--- src/rtl/core/bptc_pkg.sv ---
// Shared types, codes and helper functions for the buffer pool tag cache.
package bptc_pkg;

	localparam int LFSR_WIDTH = 16;
	localparam int LEN_WIDTH  = 21;
	localparam int SIZE_WIDTH = 5;
	localparam int SLOT_WIDTH = 3;
	localparam int OUT_HANDLE_WIDTH = 32;
	localparam logic [LFSR_WIDTH-1:0] LFSR_TAPS = 16'hB400;
	localparam logic [LFSR_WIDTH-1:0] LFSR_SEED_DEFAULT = 16'd1;

	typedef enum logic [1:0] {
		OP_LOOKUP  = 2'd0,
		OP_INSERT  = 2'd1,
		OP_RELEASE = 2'd2,
		OP_NONE    = 2'd3
	} op_t;

	// Controller to datapath
	typedef struct packed {
		logic capture;
		logic mod_start;
		logic mod_step;
		logic commit;
	} cmd_t;

	// Datapath to controller
	typedef struct packed {
		logic need_evict;
		logic mod_last;
	} sts_t;

	// Galois step, taps x^16+x^14+x^13+x^11+1
	function automatic logic [LFSR_WIDTH-1:0] lfsr_next(input logic [LFSR_WIDTH-1:0] v);
		logic [LFSR_WIDTH-1:0] s;
		s = {1'b0, v[LFSR_WIDTH-1:1]};
		if (v[0]) begin
			s = s ^ LFSR_TAPS;
		end
		return s;
	endfunction

	// Round a length up to a power of two and return its log2
	function automatic logic [SIZE_WIDTH-1:0] size_log2(input logic [LEN_WIDTH-1:0] len);
		logic [LEN_WIDTH-1:0]  v;
		logic [SIZE_WIDTH-1:0] k;
		k = '0;
		if (len > LEN_WIDTH'(1)) begin
			v = len - LEN_WIDTH'(1);
			for (int i = 0; i < LEN_WIDTH; i++) begin
				if (v[i]) begin
					k = SIZE_WIDTH'(i + 1);
				end
			end
		end
		return k;
	endfunction

endpackage

--- src/rtl/core/bptc_ctrl.sv ---
// Controller state machine: sequences accept, eviction pick and result commit.
module bptc_ctrl (
	input  logic            clk,
	input  logic            arst_n,
	input  logic            in_valid,
	output logic            in_stall,
	output logic            out_valid,
	input  logic            out_stall,
	input  bptc_pkg::sts_t  sts,
	output bptc_pkg::cmd_t  cmd
);
	import bptc_pkg::*;

	typedef enum logic [3:0] {
		ST_IDLE = 4'b0001,
		ST_EXEC = 4'b0010,
		ST_MOD  = 4'b0100,
		ST_FIN  = 4'b1000
	} state_t;

	state_t state_q, state_d;
	logic   out_valid_q;
	logic   out_free;

	assign out_free  = !out_valid_q || !out_stall;
	assign in_stall  = (state_q != ST_IDLE);
	assign out_valid = out_valid_q;

	always_comb begin
		state_d = state_q;
		cmd     = '0;
		case (state_q)
			ST_IDLE: begin
				if (in_valid) begin
					cmd.capture = 1'b1;
					state_d     = ST_EXEC;
				end
			end
			ST_EXEC: begin
				if (sts.need_evict) begin
					cmd.mod_start = 1'b1;
					state_d       = ST_MOD;
				end else if (out_free) begin
					cmd.commit = 1'b1;
					state_d    = ST_IDLE;
				end
			end
			ST_MOD: begin
				cmd.mod_step = 1'b1;
				if (sts.mod_last) begin
					state_d = ST_FIN;
				end
			end
			ST_FIN: begin
				if (out_free) begin
					cmd.commit = 1'b1;
					state_d    = ST_IDLE;
				end
			end
			default: begin
				state_d = ST_IDLE;
			end
		endcase
	end

	always_ff @(posedge clk or negedge arst_n) begin
		if (!arst_n) begin
			state_q     <= ST_IDLE;
			out_valid_q <= 1'b0;
		end else begin
			state_q <= state_d;
			if (cmd.commit) begin
				out_valid_q <= 1'b1;
			end else if (!out_stall) begin
				out_valid_q <= 1'b0;
			end
		end
	end

	a_commit_into_free: assert property (@(posedge clk) disable iff (!arst_n)
		cmd.commit |-> !(out_valid_q && out_stall))
		else $error("result committed over an untaken result");

	a_mod_to_fin: assert property (@(posedge clk) disable iff (!arst_n)
		(state_q == ST_MOD) && sts.mod_last |=> (state_q == ST_FIN))
		else $error("remainder finished but no commit state followed");

	a_hold_result: assert property (@(posedge clk) disable iff (!arst_n)
		out_valid_q && out_stall |=> out_valid_q)
		else $error("stalled result dropped");

endmodule

--- src/rtl/core/bptc_dpath.sv ---
// Datapath: line table, match logic, LFSR and reciprocal victim remainder.
module bptc_dpath #(
	parameter int LINES        = 8,
	parameter int HANDLE_WIDTH = 32
) (
	input  logic                                   clk,
	input  logic                                   arst_n,
	input  bptc_pkg::cmd_t                         cmd,
	output bptc_pkg::sts_t                         sts,
	input  logic                                   cfg_wr_en,
	input  logic [bptc_pkg::LFSR_WIDTH-1:0]        cfg_wr_data,
	input  logic [1:0]                             op,
	input  logic [bptc_pkg::LEN_WIDTH-1:0]         req_len,
	input  logic [bptc_pkg::OUT_HANDLE_WIDTH-1:0]  handle,
	output logic                                   hit,
	output logic [bptc_pkg::SLOT_WIDTH-1:0]        slot,
	output logic [bptc_pkg::OUT_HANDLE_WIDTH-1:0]  out_handle,
	output logic                                   evicted,
	output logic                                   not_cached
);
	import bptc_pkg::*;

	localparam int IW = $clog2(LINES);
	localparam int OW = OUT_HANDLE_WIDTH;
	// value mod LINES as value - LINES * ((value * RECIP) >> RECIP_SHIFT), exact for 16 bits
	localparam int RECIP_SHIFT = LFSR_WIDTH + IW;
	localparam int RECIP       = ((1 << RECIP_SHIFT) + LINES - 1) / LINES;
	localparam int PW          = 2 * LFSR_WIDTH + IW + 1;

	// captured request
	logic [1:0]              op_q;
	logic [LEN_WIDTH-1:0]    len_q;
	logic [HANDLE_WIDTH-1:0] h_q;

	// line table
	logic [LINES-1:0]        present_q;
	logic [LINES-1:0]        busy_q;
	logic [HANDLE_WIDTH-1:0] line_handle_q [LINES];
	logic [SIZE_WIDTH-1:0]   line_size_q   [LINES];

	// replacement
	logic [LFSR_WIDTH-1:0]   lfsr_q;
	logic [LFSR_WIDTH-1:0]   div_q;
	logic [LFSR_WIDTH-1:0]   quo_q;
	logic [IW-1:0]           rem_q;
	logic                    phase_q;

	// results
	logic                    hit_q;
	logic [SLOT_WIDTH-1:0]   slot_q;
	logic [OW-1:0]           out_handle_q;
	logic                    evicted_q;
	logic                    not_cached_q;

	logic [SIZE_WIDTH-1:0]   req_size;
	logic [LINES-1:0]        look_m, rel_m, absent_m;
	logic [IW-1:0]           look_idx, rel_idx, absent_idx, pick_idx;
	logic                    all_present;
	logic [PW-1:0]           prod;
	logic [LFSR_WIDTH-1:0]   rem_full;
	logic [HANDLE_WIDTH+OW-1:0] h_ext;
	logic [HANDLE_WIDTH+OW-1:0] rd_ext;
	logic [IW+SLOT_WIDTH-1:0]   slot_ext;
	logic [IW-1:0]           res_idx;

	assign req_size    = size_log2(len_q);
	assign all_present = &present_q;
	assign h_ext       = {{HANDLE_WIDTH{1'b0}}, handle};

	always_comb begin
		for (int i = 0; i < LINES; i++) begin
			look_m[i]   = present_q[i] && !busy_q[i] && (line_size_q[i] == req_size);
			rel_m[i]    = present_q[i] && (line_handle_q[i] == h_q);
			absent_m[i] = !present_q[i];
		end
	end

	// lowest set index wins
	always_comb begin
		look_idx   = '0;
		rel_idx    = '0;
		absent_idx = '0;
		for (int i = LINES - 1; i >= 0; i--) begin
			if (look_m[i]) begin
				look_idx = IW'(i);
			end
			if (rel_m[i]) begin
				rel_idx = IW'(i);
			end
			if (absent_m[i]) begin
				absent_idx = IW'(i);
			end
		end
	end

	assign pick_idx = all_present ? rem_q : absent_idx;

	always_comb begin
		case (op_t'(op_q))
			OP_LOOKUP:  res_idx = look_idx;
			OP_INSERT:  res_idx = pick_idx;
			OP_RELEASE: res_idx = rel_idx;
			default:    res_idx = '0;
		endcase
	end

	assign rd_ext   = {{OW{1'b0}}, line_handle_q[res_idx]};
	assign slot_ext = {{SLOT_WIDTH{1'b0}}, res_idx};

	assign prod     = PW'(div_q) * PW'(RECIP);
	assign rem_full = div_q - quo_q * LFSR_WIDTH'(LINES);

	assign sts.need_evict = (op_t'(op_q) == OP_INSERT) && all_present;
	assign sts.mod_last   = phase_q;

	always_ff @(posedge clk) begin
		if (cmd.capture) begin
			op_q  <= op;
			len_q <= req_len;
			h_q   <= h_ext[HANDLE_WIDTH-1:0];
		end
		if (cmd.commit && (op_t'(op_q) == OP_INSERT)) begin
			line_handle_q[pick_idx] <= h_q;
			line_size_q[pick_idx]   <= req_size;
		end
		// quotient first, then remainder
		if (cmd.mod_start) begin
			div_q   <= lfsr_next(lfsr_q);
			phase_q <= 1'b0;
		end else if (cmd.mod_step) begin
			if (!phase_q) begin
				quo_q <= prod[RECIP_SHIFT +: LFSR_WIDTH];
			end else begin
				rem_q <= rem_full[IW-1:0];
			end
			phase_q <= 1'b1;
		end
		if (cmd.commit) begin
			hit_q        <= 1'b0;
			slot_q       <= '0;
			out_handle_q <= '0;
			evicted_q    <= 1'b0;
			not_cached_q <= 1'b0;
			case (op_t'(op_q))
				OP_LOOKUP: begin
					if (|look_m) begin
						hit_q        <= 1'b1;
						slot_q       <= slot_ext[SLOT_WIDTH-1:0];
						out_handle_q <= rd_ext[OW-1:0];
					end
				end
				OP_INSERT: begin
					slot_q <= slot_ext[SLOT_WIDTH-1:0];
					if (all_present) begin
						evicted_q    <= 1'b1;
						out_handle_q <= rd_ext[OW-1:0];
					end
				end
				OP_RELEASE: begin
					if (|rel_m) begin
						hit_q  <= 1'b1;
						slot_q <= slot_ext[SLOT_WIDTH-1:0];
					end else begin
						not_cached_q <= 1'b1;
					end
				end
				default: begin
				end
			endcase
		end
	end

	always_ff @(posedge clk or negedge arst_n) begin
		if (!arst_n) begin
			present_q <= '0;
			busy_q    <= '0;
			lfsr_q    <= LFSR_SEED_DEFAULT;
		end else begin
			if (cfg_wr_en) begin
				lfsr_q <= (cfg_wr_data == '0) ? LFSR_SEED_DEFAULT : cfg_wr_data;
			end else if (cmd.mod_start) begin
				lfsr_q <= lfsr_next(lfsr_q);
			end
			if (cmd.commit) begin
				case (op_t'(op_q))
					OP_LOOKUP: begin
						if (|look_m) begin
							busy_q[look_idx] <= 1'b1;
						end
					end
					OP_INSERT: begin
						present_q[pick_idx] <= 1'b1;
						busy_q[pick_idx]    <= 1'b1;
					end
					OP_RELEASE: begin
						if (|rel_m) begin
							busy_q[rel_idx] <= 1'b0;
						end
					end
					default: begin
					end
				endcase
			end
		end
	end

	assign hit        = hit_q;
	assign slot       = slot_q;
	assign out_handle = out_handle_q;
	assign evicted    = evicted_q;
	assign not_cached = not_cached_q;

	a_busy_needs_present: assert property (@(posedge clk) disable iff (!arst_n)
		(busy_q & ~present_q) == '0)
		else $error("busy line that is not present");

	a_victim_in_range: assert property (@(posedge clk) disable iff (!arst_n)
		cmd.commit && sts.need_evict |-> ({1'b0, rem_q} < (IW+1)'(LINES)))
		else $error("victim index out of range");

	a_lfsr_nonzero: assert property (@(posedge clk) disable iff (!arst_n)
		lfsr_q != '0)
		else $error("replacement LFSR stuck at zero");

endmodule

--- src/rtl/core/buffer_pool_tag_cache.sv ---
// Top level of the buffer pool tag cache: controller plus datapath.
//
//  channel  | handshake               | payload
//  ---------+-------------------------+--------------------------------------------
//  in       | in_valid / in_stall     | op, req_len, handle
//  out      | out_valid / out_stall   | hit, slot, out_handle, evicted, not_cached
//  cfg      | cfg_wr_en               | cfg_wr_data (random seed)
//
// An item is accepted, then matched and committed in one pass over all lines.
// An insert into a full table first picks a victim: the LFSR value mod LINES,
// found by a reciprocal multiply and then a multiply-subtract.
// Reset clears the present and busy bits and loads the LFSR with 1; no clearing pass.
// The next item is accepted while a result waits in the output register; a stalled
// output blocks only the commit of the item after it.
module buffer_pool_tag_cache #(
	parameter int LINES        = 8,
	parameter int HANDLE_WIDTH = 32
) (
	input  logic                                   clk,
	input  logic                                   arst_n,
	input  logic                                   cfg_wr_en,
	input  logic [bptc_pkg::LFSR_WIDTH-1:0]        cfg_wr_data,
	input  logic                                   in_valid,
	output logic                                   in_stall,
	input  logic [1:0]                             op,
	input  logic [bptc_pkg::LEN_WIDTH-1:0]         req_len,
	input  logic [bptc_pkg::OUT_HANDLE_WIDTH-1:0]  handle,
	output logic                                   out_valid,
	input  logic                                   out_stall,
	output logic                                   hit,
	output logic [bptc_pkg::SLOT_WIDTH-1:0]        slot,
	output logic [bptc_pkg::OUT_HANDLE_WIDTH-1:0]  out_handle,
	output logic                                   evicted,
	output logic                                   not_cached
);
	import bptc_pkg::*;

	cmd_t cmd;
	sts_t sts;

	bptc_ctrl u_ctrl (
		.clk       (clk),
		.arst_n    (arst_n),
		.in_valid  (in_valid),
		.in_stall  (in_stall),
		.out_valid (out_valid),
		.out_stall (out_stall),
		.sts       (sts),
		.cmd       (cmd)
	);

	bptc_dpath #(
		.LINES        (LINES),
		.HANDLE_WIDTH (HANDLE_WIDTH)
	) u_dpath (
		.clk         (clk),
		.arst_n      (arst_n),
		.cmd         (cmd),
		.sts         (sts),
		.cfg_wr_en   (cfg_wr_en),
		.cfg_wr_data (cfg_wr_data),
		.op          (op),
		.req_len     (req_len),
		.handle      (handle),
		.hit         (hit),
		.slot        (slot),
		.out_handle  (out_handle),
		.evicted     (evicted),
		.not_cached  (not_cached)
	);

endmodule

--- config.mk ---
export PLATFORM = sky130hd
export DESIGN_NAME = buffer_pool_tag_cache
export DESIGN_NICKNAME = d
export VERILOG_FILES = /design/src/rtl/core/bptc_pkg.sv /design/src/rtl/core/bptc_ctrl.sv /design/src/rtl/core/bptc_dpath.sv /design/src/rtl/core/buffer_pool_tag_cache.sv
export SDC_FILE = /design/constraint.sdc
export NUM_CORES = 1
export LEC_CHECK = 0
export BUFFER_PORTS_ARGS = -buffer_cell sky130_fd_sc_hd__buf_2
export CELL_PAD_IN_SITES_DETAIL_PLACEMENT = 1
export CELL_PAD_IN_SITES_GLOBAL_PLACEMENT = 2
export CORE_ASPECT_RATIO = 1.4
export CORE_UTILIZATION = 40
export DETAILED_ROUTE_END_ITERATION = 8
export PLACE_DENSITY_LB_ADDON = 0.1
export SETUP_SLACK_MARGIN = 0.5
export SLEW_MARGIN = 20
export SYNTH_ARGS = -nofsm -noshare
export SYNTH_HDL_FRONTEND = slang
export SYNTH_SLANG_ARGS = --single-unit
--- constraint.sdc ---
create_clock -name clk -period 10.67 [get_ports clk]
set_clock_uncertainty 0.1 [all_clocks]
set_input_delay 0.5335 -clock clk [delete_from_list [all_inputs] [get_ports clk]]
set_output_delay 0.5335 -clock clk [all_outputs]
set_load 0.005 [all_outputs]
==> results_dict.tcl <==
set metrics [dict create \
    drc 0 \
    number_of_global_route_vias_before_repair 14390 \
    clock_tree.htree_level_count 2 \
    number_of_instances_in_the_synthesized_netlist 1601 \
    setup-tns-final_ns 0 \
    final-hold-violation-count 0 \
    floorplan.core_area_um2 52270 \
    total_power_mw 4.426 \
    max_freq_ghz 0.1448 \
    yosys-top-cells-area "sky130_fd_sc_hd__edfxtp_1, sky130_fd_sc_hd__xor2_1, sky130_fd_sc_hd__mux2i_1" \
    synth_edf_count 395 \
    crit_path_start_kind "flip-flop" \
    postSynthAreaPerCell_um2 13.28 \
    worst_slew_pin_slew_ns 1.138 \
    critical_path_arrival_ns 7.19 \
    grt_max_degree 130 \
    clkLatencyLatePin_ns 0.61 \
    num_io_pins 116 \
    io_buffer_count 115 \
    finalWeightedCongestion 0.8849 \
    cts-buffers-inserted 45 \
    place_ws_ns 3.768 \
    antenna_found_initial 0 \
    std_cell_rows 99 \
    timing_max_transition_violations_final 0 \
    areaGrowthSynthToFinish_pct 13.41 \
    status "complete, no violations" \
    grt_use_total 0.2526 \
    avgRoutedWirePerCell_um 27.73 \
    finalSetupViolations 0 \
    count_of_antenna_violating_nets_left_after_detailed_routing 0 \
    timing.setup.critical_path_class "reg2reg" \
    worst_hold_path_type "in2reg" \
    drt-total-wl_mm 68.32 \
    grt_overflow 0 \
    synth_top_cell_by_area "sky130_fd_sc_hd__edfxtp_1" \
    synth_seq_cells 433 \
    synth_warnings 0 \
    timing.final.crit_period_ns 6.906 \
    synth_flop_cell "sky130_fd_sc_hd__edfxtp_1" \
    cap_violations 0 \
    design.die.area_um2 54090 \
    post_cts_buffers 0 \
    netlist_area_um2 21260 \
    asyncSetResetFlopFracSynth 0.08545 \
    tritoncts_clock_tree "done" \
    timing.reg2reg.setup_slack_ns 3.76 \
    detailedRoute.firstIterationViolations 854 \
    clk_pin_slew_worst_paths_ns 0.06 \
    ys_seq_area_frac 0.6025 \
    floorplan.die.width_um 196.8 \
    relSlewSlack 0.2417 \
    detailed_place_hpwl_mm 47.16 \
    post_synthesis_cell_type_count 89 \
    share_of_the_clock_period_used_by_the_worst_path_after_layout 0.6473 \
    top_area_cell_type_share_of_the_netlist_area 0.5579 \
    route.vias.total 13870 \
    irDropWorstVdd_uv 106.9 \
    tritoncts_num_sinks 433 \
    cts.path.max_buffers 3 \
    nFillCells 5406 \
    detailedRoute.firstPassIterationCount 5 \
    cts_root_buffer "sky130_fd_sc_hd__clkbuf_16" \
    unrepaired_setup_endpoints_after_global_routing "false" \
    drt-vias-per-instance 5.628 \
    setup.worst_path.end_class "flip-flop" \
    power.static_leakage_nw 8.936 \
    crit_fanout 32 \
    fin_ws_ns 3.764 \
    post_route_cells_drive_above_1_share 0.1372 \
    design.final.nets 1802 \
    worst_ep_required_time_ns 10.95 \
    start_util 0.4067 \
    grt_first_pass_wirelength_mm 97.86 \
    post_cts_resize_count 0 \
    die_y_um 274.8 \
    power_density_nw_per_um2 183.6 \
    synthesis.nets 1680 \
]
-- stage by stage --
step                      hold WS, ns  std cells  area (um^2)    util
after global placement         0.3024       2354        22500  0.4304
after CTS                   0.0003502       2463        24110  0.4612
final                         0.02744       2464        24110  0.4613
after global routing         0.004812       2463        24110  0.4612
after detailed placement       0.3063       2354        22500  0.4304
after floorplan                0.1379       1601        21260       -
-- kinds of logic after synthesis --
logic type,after synthesis,synth area share
buf+inv,121,0.02748
xor+xnor,281,0.1158
compound gates,236,0.08687
flops,433,0.6025
mux,141,0.06668
fa+ha+maj,3,0.001766
simple gates,386,0.09893
-- Yosys cell counts, types with 7 or more instances --
| library cell | count |
|---|---|
| sky130_fd_sc_hd__nor4_1 | 52 |
| sky130_fd_sc_hd__buf_6 | 14 |
| sky130_fd_sc_hd__buf_2 | 17 |
| sky130_fd_sc_hd__a31oi_1 | 8 |
| sky130_fd_sc_hd__o211ai_1 | 8 |
| sky130_fd_sc_hd__mux2i_1 | 136 |
| sky130_fd_sc_hd__nand4_1 | 41 |
| sky130_fd_sc_hd__nor2b_1 | 7 |
| sky130_fd_sc_hd__dfrtp_1 | 35 |
| sky130_fd_sc_hd__xnor2_1 | 104 |
| sky130_fd_sc_hd__nor3_1 | 31 |
| sky130_fd_sc_hd__nor2_1 | 88 |
| sky130_fd_sc_hd__nand3_1 | 24 |
| sky130_fd_sc_hd__clkbuf_1 | 58 |
| sky130_fd_sc_hd__or3_1 | 11 |
| sky130_fd_sc_hd__nand2b_1 | 13 |
| sky130_fd_sc_hd__o22a_1 | 35 |
| sky130_fd_sc_hd__o21ai_0 | 23 |
| sky130_fd_sc_hd__xor2_1 | 177 |
| sky130_fd_sc_hd__or2_2 | 10 |
| sky130_fd_sc_hd__nand2_1 | 61 |
| sky130_fd_sc_hd__a21oi_1 | 43 |
| sky130_fd_sc_hd__inv_1 | 29 |
| sky130_fd_sc_hd__o221ai_1 | 34 |
| sky130_fd_sc_hd__edfxtp_1 | 395 |
| sky130_fd_sc_hd__or4_1 | 9 |
-- layout make-up --
| cell class | count | area (um^2) | area share |
|---|---|---|---|
| well taps | 707 | 884.6 | 0.03669 |
| repair buffers | 166 | 1044 | 0.04328 |
| clock inverters | 19 | 136.4 | 0.005656 |
| diodes | 1 | 2.502 | 0.0001038 |
| multi-input cells | 1047 | 7936 | 0.3291 |
| clock buffers | 61 | 1186 | 0.04919 |
| inverters | 30 | 112.6 | 0.004670 |
| flip-flops and latches | 433 | 12810 | 0.5313 |
-- flip-flops by register name, indices dropped and copies added (netlist names), 4 cells and up --
signal,count
u_dpath.line_handle_q,256
u_dpath.line_size_q,40
u_dpath.lfsr_q,16
u_dpath.h_q,32
u_dpath.len_q,21
u_dpath.present_q,8
u_dpath.out_handle,32
u_dpath.busy_q,8
u_ctrl.state_q,4
-- report_power, final --
part           switching, mW  total (mW)  leakage (nW)  internal, mW
Clock                  0.662        1.47         0.639         0.804
Sequential             0.193        2.20          4.06          2.01
Combinational          0.481       0.760          4.24         0.279
-- metal layers --
| layer | GRT usage | part of all wire | up-vias |
|---|---|---|---|
| li1 | - | - | 6344 |
| met1 | 0.2894 | 0.39 | 7073 |
| met2 | 0.4550 | 0.52 | 334 |
| met3 | 0.03261 | 0.038 | 116 |
| met4 | 0.1395 | 0.057 | 0 |
| met5 | 0 | 0 | - |
-- repair_timing --
action / 4_1_cts / 5_1_grt
hold endpoints to repair: 41 / 0
hold buffers: 29 / 0
endpoints found under the setup margin: 0 / 0
-- final timing paths --
kind	to	start	cells past startpoint
worst max-delay path	u_dpath.out_handle[23]	u_dpath.len_q[10]	14
worst min-delay path	u_dpath.h_q[25]	handle[25]	1
worst max register to register	u_dpath.out_handle[23]	u_dpath.len_q[10]	14
worst min register to register	u_dpath.rem_q[0]	u_dpath.div_q[0]	0
max in group asynchronous	u_dpath.present_q[1]	arst_n	2
min in group asynchronous	u_dpath.lfsr_q[14]	arst_n	2
-- placed cells by master, fill, tap and decap left out, types with 5 or more instances in the layout --
cell / n
sky130_fd_sc_hd__edfxtp_1: 395
sky130_fd_sc_hd__xor2_1: 177
sky130_fd_sc_hd__mux2i_1: 136
sky130_fd_sc_hd__buf_2: 115
sky130_fd_sc_hd__xnor2_1: 104
sky130_fd_sc_hd__nor2_1: 81
sky130_fd_sc_hd__nand2_1: 61
sky130_fd_sc_hd__nor4_1: 52
sky130_fd_sc_hd__clkbuf_16: 45
sky130_fd_sc_hd__a21oi_1: 43
sky130_fd_sc_hd__nand4_1: 41
sky130_fd_sc_hd__o22a_1: 35
sky130_fd_sc_hd__dfrtp_1: 35
sky130_fd_sc_hd__o221ai_1: 34
sky130_fd_sc_hd__nor3_1: 29
sky130_fd_sc_hd__dlygate4sd3_1: 29
sky130_fd_sc_hd__inv_1: 28
sky130_fd_sc_hd__nand3_1: 24
sky130_fd_sc_hd__o21ai_0: 23
sky130_fd_sc_hd__buf_4: 21
sky130_fd_sc_hd__clkbuf_1: 16
sky130_fd_sc_hd__nand2b_1: 13
sky130_fd_sc_hd__or3_1: 11
sky130_fd_sc_hd__clkinv_1: 11
sky130_fd_sc_hd__or2_2: 10
sky130_fd_sc_hd__or4_1: 9
sky130_fd_sc_hd__o211ai_1: 8
sky130_fd_sc_hd__a31oi_1: 8
sky130_fd_sc_hd__nor2b_1: 7
sky130_fd_sc_hd__nor2_4: 7
sky130_fd_sc_hd__o22ai_1: 6
sky130_fd_sc_hd__nand4b_1: 6
sky130_fd_sc_hd__o21bai_1: 5
sky130_fd_sc_hd__nor4b_1: 5
sky130_fd_sc_hd__o31ai_1: 5
-- worst max-delay path, stage by stage, from the launching register on --
cell	delay [ns]
sky130_fd_sc_hd__edfxtp_1	0.52
sky130_fd_sc_hd__nor4_1	0.51
sky130_fd_sc_hd__nand3_1	0.32
sky130_fd_sc_hd__o31ai_1	0.49
sky130_fd_sc_hd__or4bb_1	0.77
sky130_fd_sc_hd__or4_1	0.55
sky130_fd_sc_hd__a21oi_1	0.21
sky130_fd_sc_hd__o2111ai_1	0.21
sky130_fd_sc_hd__o41ai_1	0.63
sky130_fd_sc_hd__nor3_1	0.21
sky130_fd_sc_hd__and3_1	0.26
sky130_fd_sc_hd__o31ai_4	0.38
sky130_fd_sc_hd__nand3_2	0.93
sky130_fd_sc_hd__o22a_1	0.52
sky130_fd_sc_hd__o221ai_1	0.07
Power figures use the tool's default switching activity.
